**src/hw/rtl/fse_pkg.sv**
```systemverilog
`timescale 1ns / 1ps
package fse_pkg;

  // Longest string the block holds.
  localparam int MaxLen   = 16;
  localparam int ByteW    = 8;
  localparam int CfgLenW  = 5;
  localparam int MapW     = 64;
  localparam int MapCnt   = 4;
  localparam int CfgIdxW  = 3;
  localparam int CfgDataW = 64;

  localparam int IdxW     = $clog2(MaxLen);
  localparam int EffW     = $clog2(MaxLen + 1);
  localparam int LenW     = (EffW > CfgLenW) ? EffW : CfgLenW;
  localparam int CountCap = (MaxLen < 31) ? MaxLen : 31;

  localparam logic [CfgIdxW-1:0] RegWindowLength = 3'd0;
  localparam logic [CfgIdxW-1:0] RegSkipInvalid  = 3'd1;
  localparam logic [CfgIdxW-1:0] RegValidMap0    = 3'd2;
  localparam logic [CfgIdxW-1:0] RegValidMap1    = 3'd3;
  localparam logic [CfgIdxW-1:0] RegValidMap2    = 3'd4;
  localparam logic [CfgIdxW-1:0] RegValidMap3    = 3'd5;

  localparam logic [CfgLenW-1:0] WindowLengthRst = 5'd8;

  typedef struct packed {
    logic accept;
    logic start_emit;
    logic load_out;
  } fse_cmd_t;

  typedef struct packed {
    logic byte_ok;
    logic emit_needed;
    logic out_space;
    logic at_end;
  } fse_sts_t;

endpackage

```
**src/hw/rtl/fse_if.sv**
```systemverilog
`timescale 1ns / 1ps
interface fse_in_if;
  logic       valid;
  logic       ready;
  logic [7:0] data_byte;

  modport source (output valid, output data_byte, input ready);
  modport sink (input valid, input data_byte, output ready);
endinterface

interface fse_out_if;
  logic       valid;
  logic       ready;
  logic [7:0] out_byte;
  logic       last_of_string;

  modport source (output valid, output out_byte, output last_of_string, input ready);
  modport sink (input valid, input out_byte, input last_of_string, output ready);
endinterface

```
**src/hw/rtl/fixed_length_string_extractor_top.sv**
```systemverilog
`timescale 1ns / 1ps
// Channel   Direction  Payload                    Handshake
// in_ch     sink       data_byte[7:0]             valid / ready
// out_ch    source     out_byte[7:0], last_of_string  valid / ready
// cfg       write      cfg_idx_i[2:0], cfg_wdata_i[63:0]  cfg_we_i
//
// An invalid byte passes StIdle only, a valid byte that emits nothing
// StIdle and StCheck; one that emits a string goes on to StEmit and loads
// L bytes (L = window length, 1 to 16), one a cycle to the output register.
// The next byte is taken as soon as the final byte of a string is in the
// output register; a stalled sink holds the emission loop.
// Reset is asynchronous and active low; no clearing pass is needed.
module fixed_length_string_extractor_top import fse_pkg::*; (
  input  logic                clk_i,
  input  logic                rst_ni,
  input  logic                cfg_we_i,
  input  logic [CfgIdxW-1:0]  cfg_idx_i,
  input  logic [CfgDataW-1:0] cfg_wdata_i,
  fse_in_if.sink              in_ch,
  fse_out_if.source           out_ch
);

  fse_cmd_t cmd;
  fse_sts_t sts;

  fse_ctrl u_ctrl (
    .clk_i      (clk_i),
    .rst_ni     (rst_ni),
    .in_valid_i (in_ch.valid),
    .in_ready_o (in_ch.ready),
    .sts_i      (sts),
    .cmd_o      (cmd)
  );

  fse_dp u_dp (
    .clk_i            (clk_i),
    .rst_ni           (rst_ni),
    .cfg_we_i         (cfg_we_i),
    .cfg_idx_i        (cfg_idx_i),
    .cfg_wdata_i      (cfg_wdata_i),
    .data_byte_i      (in_ch.data_byte),
    .out_ready_i      (out_ch.ready),
    .out_valid_o      (out_ch.valid),
    .out_byte_o       (out_ch.out_byte),
    .last_of_string_o (out_ch.last_of_string),
    .cmd_i            (cmd),
    .sts_o            (sts)
  );

  // Input transactions and output loads never share a cycle.
  assert property (@(posedge clk_i) disable iff (!rst_ni)
    (in_ch.valid && in_ch.ready) |-> !cmd.load_out)
    else $error("input accepted during emission");

  // Once a string starts, no input is taken in the following cycle.
  assert property (@(posedge clk_i) disable iff (!rst_ni)
    cmd.start_emit |=> !in_ch.ready)
    else $error("input ready right after string start");

  // The final byte of a string ends the loads.
  assert property (@(posedge clk_i) disable iff (!rst_ni)
    (cmd.load_out && sts.at_end) |=> !cmd.load_out)
    else $error("load after final byte");

  // A loaded byte is always presented on the next cycle.
  assert property (@(posedge clk_i) disable iff (!rst_ni)
    cmd.load_out |=> out_ch.valid)
    else $error("loaded byte not presented");

endmodule

```
**src/hw/rtl/fse_ctrl.sv**
```systemverilog
`timescale 1ns / 1ps
module fse_ctrl import fse_pkg::*; (
  input  logic     clk_i,
  input  logic     rst_ni,
  input  logic     in_valid_i,
  output logic     in_ready_o,
  input  fse_sts_t sts_i,
  output fse_cmd_t cmd_o
);

  typedef enum logic [1:0] {
    StIdle,
    StCheck,
    StEmit
  } state_e;

  state_e state_q, state_d;

  always_comb begin
    cmd_o            = '0;
    state_d          = state_q;
    in_ready_o       = (state_q == StIdle);
    unique case (state_q)
      StIdle: begin
        if (in_valid_i) begin
          cmd_o.accept = 1'b1;
          // An invalid byte only touches the run count and causes no result.
          if (sts_i.byte_ok) begin
            state_d = StCheck;
          end
        end
      end
      StCheck: begin
        if (sts_i.emit_needed) begin
          cmd_o.start_emit = 1'b1;
          state_d          = StEmit;
        end else begin
          state_d = StIdle;
        end
      end
      StEmit: begin
        if (sts_i.out_space) begin
          cmd_o.load_out = 1'b1;
          if (sts_i.at_end) begin
            state_d = StIdle;
          end
        end
      end
      default: begin
        state_d = StIdle;
      end
    endcase
  end

  always_ff @(posedge clk_i or negedge rst_ni) begin
    if (!rst_ni) begin
      state_q <= StIdle;
    end else begin
      state_q <= state_d;
    end
  end

endmodule

```
**src/hw/rtl/fse_dp.sv**
```systemverilog
`timescale 1ns / 1ps
module fse_dp import fse_pkg::*; (
  input  logic                clk_i,
  input  logic                rst_ni,
  input  logic                cfg_we_i,
  input  logic [CfgIdxW-1:0]  cfg_idx_i,
  input  logic [CfgDataW-1:0] cfg_wdata_i,
  input  logic [ByteW-1:0]    data_byte_i,
  input  logic                out_ready_i,
  output logic                out_valid_o,
  output logic [ByteW-1:0]    out_byte_o,
  output logic                last_of_string_o,
  input  fse_cmd_t            cmd_i,
  output fse_sts_t            sts_o
);

  logic [CfgLenW-1:0]          wl_q;
  logic                        skip_q;
  logic [MapCnt-1:0][MapW-1:0] map_q;

  logic [ByteW-1:0] win_q  [MaxLen];
  logic [ByteW-1:0] prev_q [MaxLen];
  logic [LenW-1:0]  count_q;
  logic             present_q;
  logic [IdxW-1:0]  rd_ptr_q;
  logic             out_valid_q;
  logic [ByteW-1:0] out_byte_q;
  logic             last_q;

  logic [LenW-1:0] wl_wide;
  logic [LenW-1:0] eff_len;
  logic [LenW-1:0] start_wide;
  logic [IdxW-1:0] start_idx;
  logic            differ;

  // Configuration registers.
  always_ff @(posedge clk_i or negedge rst_ni) begin
    if (!rst_ni) begin
      wl_q   <= WindowLengthRst;
      skip_q <= 1'b0;
      map_q  <= '0;
    end else if (cfg_we_i) begin
      unique case (cfg_idx_i)
        RegWindowLength: wl_q     <= cfg_wdata_i[CfgLenW-1:0];
        RegSkipInvalid:  skip_q   <= cfg_wdata_i[0];
        RegValidMap0:    map_q[0] <= cfg_wdata_i[MapW-1:0];
        RegValidMap1:    map_q[1] <= cfg_wdata_i[MapW-1:0];
        RegValidMap2:    map_q[2] <= cfg_wdata_i[MapW-1:0];
        RegValidMap3:    map_q[3] <= cfg_wdata_i[MapW-1:0];
        default: ;
      endcase
    end
  end

  // A zero length acts as one, anything above the window size as the full window.
  always_comb begin
    wl_wide = LenW'(wl_q);
    if (wl_wide == '0) begin
      eff_len = LenW'(1);
    end else if (wl_wide > LenW'(MaxLen)) begin
      eff_len = LenW'(MaxLen);
    end else begin
      eff_len = wl_wide;
    end
    start_wide = LenW'(MaxLen) - eff_len;
    start_idx  = start_wide[IdxW-1:0];
  end

  always_comb begin
    differ = 1'b0;
    for (int i = 0; i < MaxLen; i++) begin
      if ((IdxW'(i) >= start_idx) && (prev_q[i] != win_q[i])) begin
        differ = 1'b1;
      end
    end
  end

  assign sts_o.byte_ok     = map_q[data_byte_i[7:6]][data_byte_i[5:0]];
  assign sts_o.emit_needed = (count_q >= eff_len) && (!present_q || differ);
  assign sts_o.out_space   = !out_valid_q || out_ready_i;
  assign sts_o.at_end      = (rd_ptr_q == IdxW'(MaxLen - 1));

  // Window shift line; it starts from all zeros so that a later, longer window
  // compares against known bytes.
  always_ff @(posedge clk_i or negedge rst_ni) begin
    if (!rst_ni) begin
      for (int i = 0; i < MaxLen; i++) begin
        win_q[i] <= '0;
      end
    end else if (cmd_i.accept && sts_o.byte_ok) begin
      for (int i = 0; i < MaxLen - 1; i++) begin
        win_q[i] <= win_q[i+1];
      end
      win_q[MaxLen-1] <= data_byte_i;
    end
  end

  // Copy of the last emitted string.
  always_ff @(posedge clk_i) begin
    if (cmd_i.start_emit) begin
      for (int i = 0; i < MaxLen; i++) begin
        prev_q[i] <= win_q[i];
      end
    end
  end

  always_ff @(posedge clk_i or negedge rst_ni) begin
    if (!rst_ni) begin
      count_q   <= '0;
      present_q <= 1'b0;
    end else begin
      if (cmd_i.accept) begin
        if (sts_o.byte_ok) begin
          if (count_q < LenW'(CountCap)) begin
            count_q <= count_q + LenW'(1);
          end
        end else if (!skip_q) begin
          count_q <= '0;
        end
      end
      if (cmd_i.start_emit) begin
        present_q <= 1'b1;
      end
    end
  end

  // The read pointer runs from the oldest byte of the string to the newest.
  always_ff @(posedge clk_i) begin
    if (cmd_i.start_emit) begin
      rd_ptr_q <= start_idx;
    end else if (cmd_i.load_out) begin
      rd_ptr_q <= rd_ptr_q + IdxW'(1);
    end
    if (cmd_i.load_out) begin
      out_byte_q <= win_q[rd_ptr_q];
      last_q     <= sts_o.at_end;
    end
  end

  always_ff @(posedge clk_i or negedge rst_ni) begin
    if (!rst_ni) begin
      out_valid_q <= 1'b0;
    end else if (cmd_i.load_out) begin
      out_valid_q <= 1'b1;
    end else if (out_ready_i) begin
      out_valid_q <= 1'b0;
    end
  end

  assign out_valid_o      = out_valid_q;
  assign out_byte_o       = out_byte_q;
  assign last_of_string_o = last_q;

endmodule

```
**src/flat_wrapper.sv**
```systemverilog
// flat-port wrapper written by rule: the top's interface ports become plain ports
module fixed_length_string_extractor_top_flat import fse_pkg::*;
  (clk_i, rst_ni, cfg_we_i, cfg_idx_i, cfg_wdata_i, in_ch_valid, in_ch_data_byte, in_ch_ready, out_ch_valid, out_ch_out_byte, out_ch_last_of_string, out_ch_ready);
  fse_in_if in_ch_i ();
  fse_out_if out_ch_i ();
  input  logic clk_i;
  input  logic rst_ni;
  input  logic cfg_we_i;
  input  logic [CfgIdxW-1:0] cfg_idx_i;
  input  logic [CfgDataW-1:0] cfg_wdata_i;
  input wire logic [$bits(in_ch_i.valid)-1:0] in_ch_valid;
  input wire logic [$bits(in_ch_i.data_byte)-1:0] in_ch_data_byte;
  output wire logic [$bits(in_ch_i.ready)-1:0] in_ch_ready;
  output wire logic [$bits(out_ch_i.valid)-1:0] out_ch_valid;
  output wire logic [$bits(out_ch_i.out_byte)-1:0] out_ch_out_byte;
  output wire logic [$bits(out_ch_i.last_of_string)-1:0] out_ch_last_of_string;
  input wire logic [$bits(out_ch_i.ready)-1:0] out_ch_ready;
  assign in_ch_i.valid = in_ch_valid;
  assign in_ch_i.data_byte = in_ch_data_byte;
  assign in_ch_ready = in_ch_i.ready;
  assign out_ch_valid = out_ch_i.valid;
  assign out_ch_out_byte = out_ch_i.out_byte;
  assign out_ch_last_of_string = out_ch_i.last_of_string;
  assign out_ch_i.ready = out_ch_ready;
  fixed_length_string_extractor_top u_core (.clk_i(clk_i), .rst_ni(rst_ni), .cfg_we_i(cfg_we_i), .cfg_idx_i(cfg_idx_i), .cfg_wdata_i(cfg_wdata_i), .in_ch(in_ch_i), .out_ch(out_ch_i));
endmodule
```
**config.mk**
```make
export PLATFORM = sky130hd
export DESIGN_NAME = fixed_length_string_extractor_top_flat
export DESIGN_NICKNAME = d
export VERILOG_FILES = /design/src/hw/rtl/fse_pkg.sv /design/src/hw/rtl/fse_if.sv /design/src/hw/rtl/fixed_length_string_extractor_top.sv /design/src/hw/rtl/fse_ctrl.sv /design/src/hw/rtl/fse_dp.sv /design/src/flat_wrapper.sv
export SDC_FILE = /design/constraint.sdc
export NUM_CORES = 1
export LEC_CHECK = 0
export BUFFER_PORTS_ARGS = -buffer_cell sky130_fd_sc_hd__buf_2
export CAP_MARGIN = 20
export CORE_ASPECT_RATIO = 1.1
export CORE_MARGIN = 8
export CORE_UTILIZATION = 60
export DETAILED_ROUTE_END_ITERATION = 8
export PLACE_DENSITY = 0.83
export SLEW_MARGIN = 20
export SYNTH_ARGS = -nofsm -noshare
export SYNTH_HDL_FRONTEND = slang
export SYNTH_HIERARCHICAL = 1
export SYNTH_SLANG_ARGS = --single-unit
```
**constraint.sdc**
```tcl
create_clock -name clk_i -period 7.93 [get_ports clk_i]
set_input_delay 1.9825 -clock clk_i [delete_from_list [all_inputs] [get_ports clk_i]]
set_output_delay 1.9825 -clock clk_i [all_outputs]
set_load 0.05 [all_outputs]
```
==> impl_metrics.env <==
export IMPL_top_level_ports=91
export IMPL_status="complete, no violations"
export IMPL_end_kind="register"
export IMPL_grt_usage_pct=21.6
export IMPL_numClockSinks=540
export IMPL_drc=0
export IMPL_hold_class="reg -> reg"
export IMPL_synthDistinctLibCells=62
export IMPL_cts_hold_buf=0
export IMPL_grt_use_met1_pct=27.0
export IMPL_ys_top_cells_by_area="dfrtp_1, edfxtp_1, mux2_2"
export IMPL_numPortBuffers=90
export IMPL_std_cell_rows=77
export IMPL_synth_area_leader_cell="dfrtp_1"
export IMPL_detail_route_first_pass_iterations=5
export IMPL_syn_area_sq_mm=0.0242
export IMPL_h_tree_depth=2
export IMPL_tightest_slew_ps=1040
export IMPL_routed_wl_um=49900
export IMPL_wire_per_inst_um=23.4
export IMPL_clk_pin_slew_ps=60
export IMPL_met2_usage_pct=37.6
export IMPL_busiest_layer="met2"
export IMPL_routabilityCongestion=0.782
export IMPL_syn_area_per_cell_sq_um=16.2
export IMPL_dp_hpwl_um=31500
export IMPL_dr_total_vias=13111
export IMPL_clk_insertion_delay_late_ps=590
export IMPL_synth_async_reset_ratio_pct=73.9
export IMPL_post_route_period_util_pct=70.6
export IMPL_clock_power_share_pct=29.4
export IMPL_drv_slew=0
export IMPL_yosysSeqAreaShare_pct=58.8
export IMPL_max_vdd_ir_drop_mv=0.222
export IMPL_worstPathArrival_ps=6060
export IMPL_setup_tns_ps=0
export IMPL_p_leak_uw=0.0110
export IMPL_final_nets=1662
export IMPL_fmax_mhz=179
export IMPL_cts_tree="built"
export IMPL_p_seq_share_pct=49.2
export IMPL_core_sq_mm=0.0400
export IMPL_dieArea_sq_mm=0.0470
export IMPL_p_int_uw=6010
export IMPL_grt_max_degree=177
export IMPL_synth_edf_count=141
export IMPL_synthTopCellsByCount="dfrtp_1, mux2_2, edfxtp_1"
export IMPL_clockBufferDepth=3
export IMPL_cts_setup_buffers=0
export IMPL_root_buffer="clkbuf_16"
export IMPL_gr_total_overflow=0
export IMPL_drive_above_1_share_pct=42.6
export IMPL_total_power_uw=8370
export IMPL_powerDensity_mw_per_mm2=312
export IMPL_vias_per_cell=6.16
export IMPL_rr_worst_depth=14
export IMPL_synth_flop_cell="dfrtp_1"
export IMPL_antenna_left=0
export IMPL_fp_dieH_um=226
export IMPL_die_x_um=207
export IMPL_slew_limit_headroom_pct=30.9
export IMPL_cp_start_kind="input port"
export IMPL_synthesis_nets=1579
export IMPL_synthCells=1489
export IMPL_min_period_ps=5600
export IMPL_p_comb_share_pct=21.3
export IMPL_skew_ps=14.4
export IMPL_drt_initial_drc_count=913
export IMPL_holdPathStages=1
export IMPL_hold_violations=0
export IMPL_use_met3_pct=4.30
export IMPL_cts_buffers=52
export IMPL_critPathKind="in -> reg"
export IMPL_start_util_pct=60.4
export IMPL_antenna_found_initial=8
export IMPL_p_sw_share_pct=28.2
export IMPL_synth_largest_type_area_fraction_pct=41.2
export IMPL_syn_to_final_growth_pct=11.0
export IMPL_max_cap_viol_count=0
export IMPL_crit_fanout=127
export IMPL_yosys_cell_count_top_type="dfrtp_1"
export IMPL_grt_first_pass_wirelength_um=80500
export IMPL_switching_power_uw=2360
export IMPL_grt_pass1_vias=14102
export IMPL_ys_seq_elements=540
export IMPL_cp_required_ps=8390
export IMPL_rsz0062_at_grt="false"
export IMPL_yosysWarnings=6
export IMPL_cts_resized=0
export IMPL_setup_viol=0
-- kinds of logic (layout without fill, tap and decap cells) --
kind of cell | after synthesis | after routing | share of synthesized area, %
and+or+nand+nor | 129 | 129 | 2.92
muxes | 519 | 519 | 29.2
DFF | 540 | 540 | 58.8
adders and majority gates | 10 | 10 | 0.518
AOI/OAI and AO/OA | 71 | 71 | 2.14
buffers and inverters | 90 | 215 | 1.70
other | 0 | 3 | 0
xor gates and xnor gates | 130 | 130 | 4.71
-- cells in the final DEF (no fill, tap or decap), drive strengths merged, types with 21 or more instances in the layout --
master / count
dfrtp: 398
xnor2: 58
buf: 105
edfxtp: 141
nand2: 25
mux4: 100
nor4: 21
mux2i: 29
clkbuf: 85
xor2: 72
mux2: 390
-- sequential cells by signal, indices dropped and copies added, names as in the netlist --
name                          flops
u_core/u_dp/count_q               5
u_core/u_dp/rd_ptr_q              4
u_core/u_dp/present_q             1
u_core/u_dp/out_byte_o            8
u_core/u_dp/map_q               256
u_core/u_ctrl/state_q             2
u_core/u_dp/wl_q                  5
u_core/u_dp/skip_q                1
u_core/u_dp/prev_q              128
u_core/u_dp/out_valid_o           1
u_core/u_dp/last_of_string_o      1
u_core/u_dp/win_q               128
-- area by class of cell --
cell class | instances | area, sq um
diodes | 3 | 7.51
flip-flops and latches | 540 | 14200
fillers | 2616 | 13200
well taps | 513 | 642
clock inverters | 11 | 93.8
inverters | 14 | 52.6
clock buffers | 85 | 1640
multi-input cells | 859 | 9580
repair buffers | 105 | 601
-- metal layers --
metal | share of wire [%] | wire (um)
met1 | 40 | 20200
met2 | 51 | 25700
met3 | 5.1 | 2570
met4 | 2.8 | 1410
met5 | 0.12 | 62
-- worst paths after layout --
kind / start / to / slack [ps]
setup / recovery: in_ch_data_byte[6] / u_core/u_dp/win_q[123]$_DFFE_PN0P_ / 2330
hold / removal: u_core/u_dp/present_q$_DFFE_PN0P_ / u_core/u_dp/present_q$_DFFE_PN0P_ / 470
setup reg to reg: u_core/u_dp/wl_q[2]$_DFFE_PN0P_ / u_core/u_dp/prev_q[1][42]$_DFFE_PP_ / 3310
hold reg to reg: u_core/u_dp/present_q$_DFFE_PN0P_ / u_core/u_dp/present_q$_DFFE_PN0P_ / 470
max in group asynchronous: rst_ni / u_core/u_dp/map_q[205]$_DFFE_PN0P_ / 5130
min in group asynchronous: rst_ni / u_core/u_dp/win_q[92]$_DFFE_PN0P_ / 1370
-- stage by stage --
step / util, % / hold slack (ps) / worst slack, ps / instances / cell area (sq um)
2_1_floorplan: - / 436 / 2180 / 1489 / 24200
3_3_place_gp: 62.8 / 456 / 2160 / 2031 / 25100
3_5_place_dp: 62.8 / 457 / 2100 / 2031 / 25100
4_1_cts: 67.1 / 474 / 2610 / 2127 / 26800
5_1_grt: 67.1 / 480 / 2310 / 2128 / 26800
6_report: 67.1 / 473 / 2330 / 2130 / 26800
-- worst max-delay path: stages --
cell     delay, ps
buf_4          770
buf_4          460
mux4_2         540
o41ai_1        360
a41oi_1        110
o221a_2        190
a41oi_1        410
a31oi_4        150
buf_12         220
mux2_4         510
-- power by group through the flow --
stage	clock network [uW]	logic (uW)	registers (uW)
2_1_floorplan	0	1370	4000
5_1_grt	2610	1920	4220
4_1_cts	2510	1800	4120
3_3_place_gp	0	1710	4110
3_5_place_dp	0	1780	4170
6_report	2460	1790	4120
No activity file was read; power rests on OpenSTA's default activity.
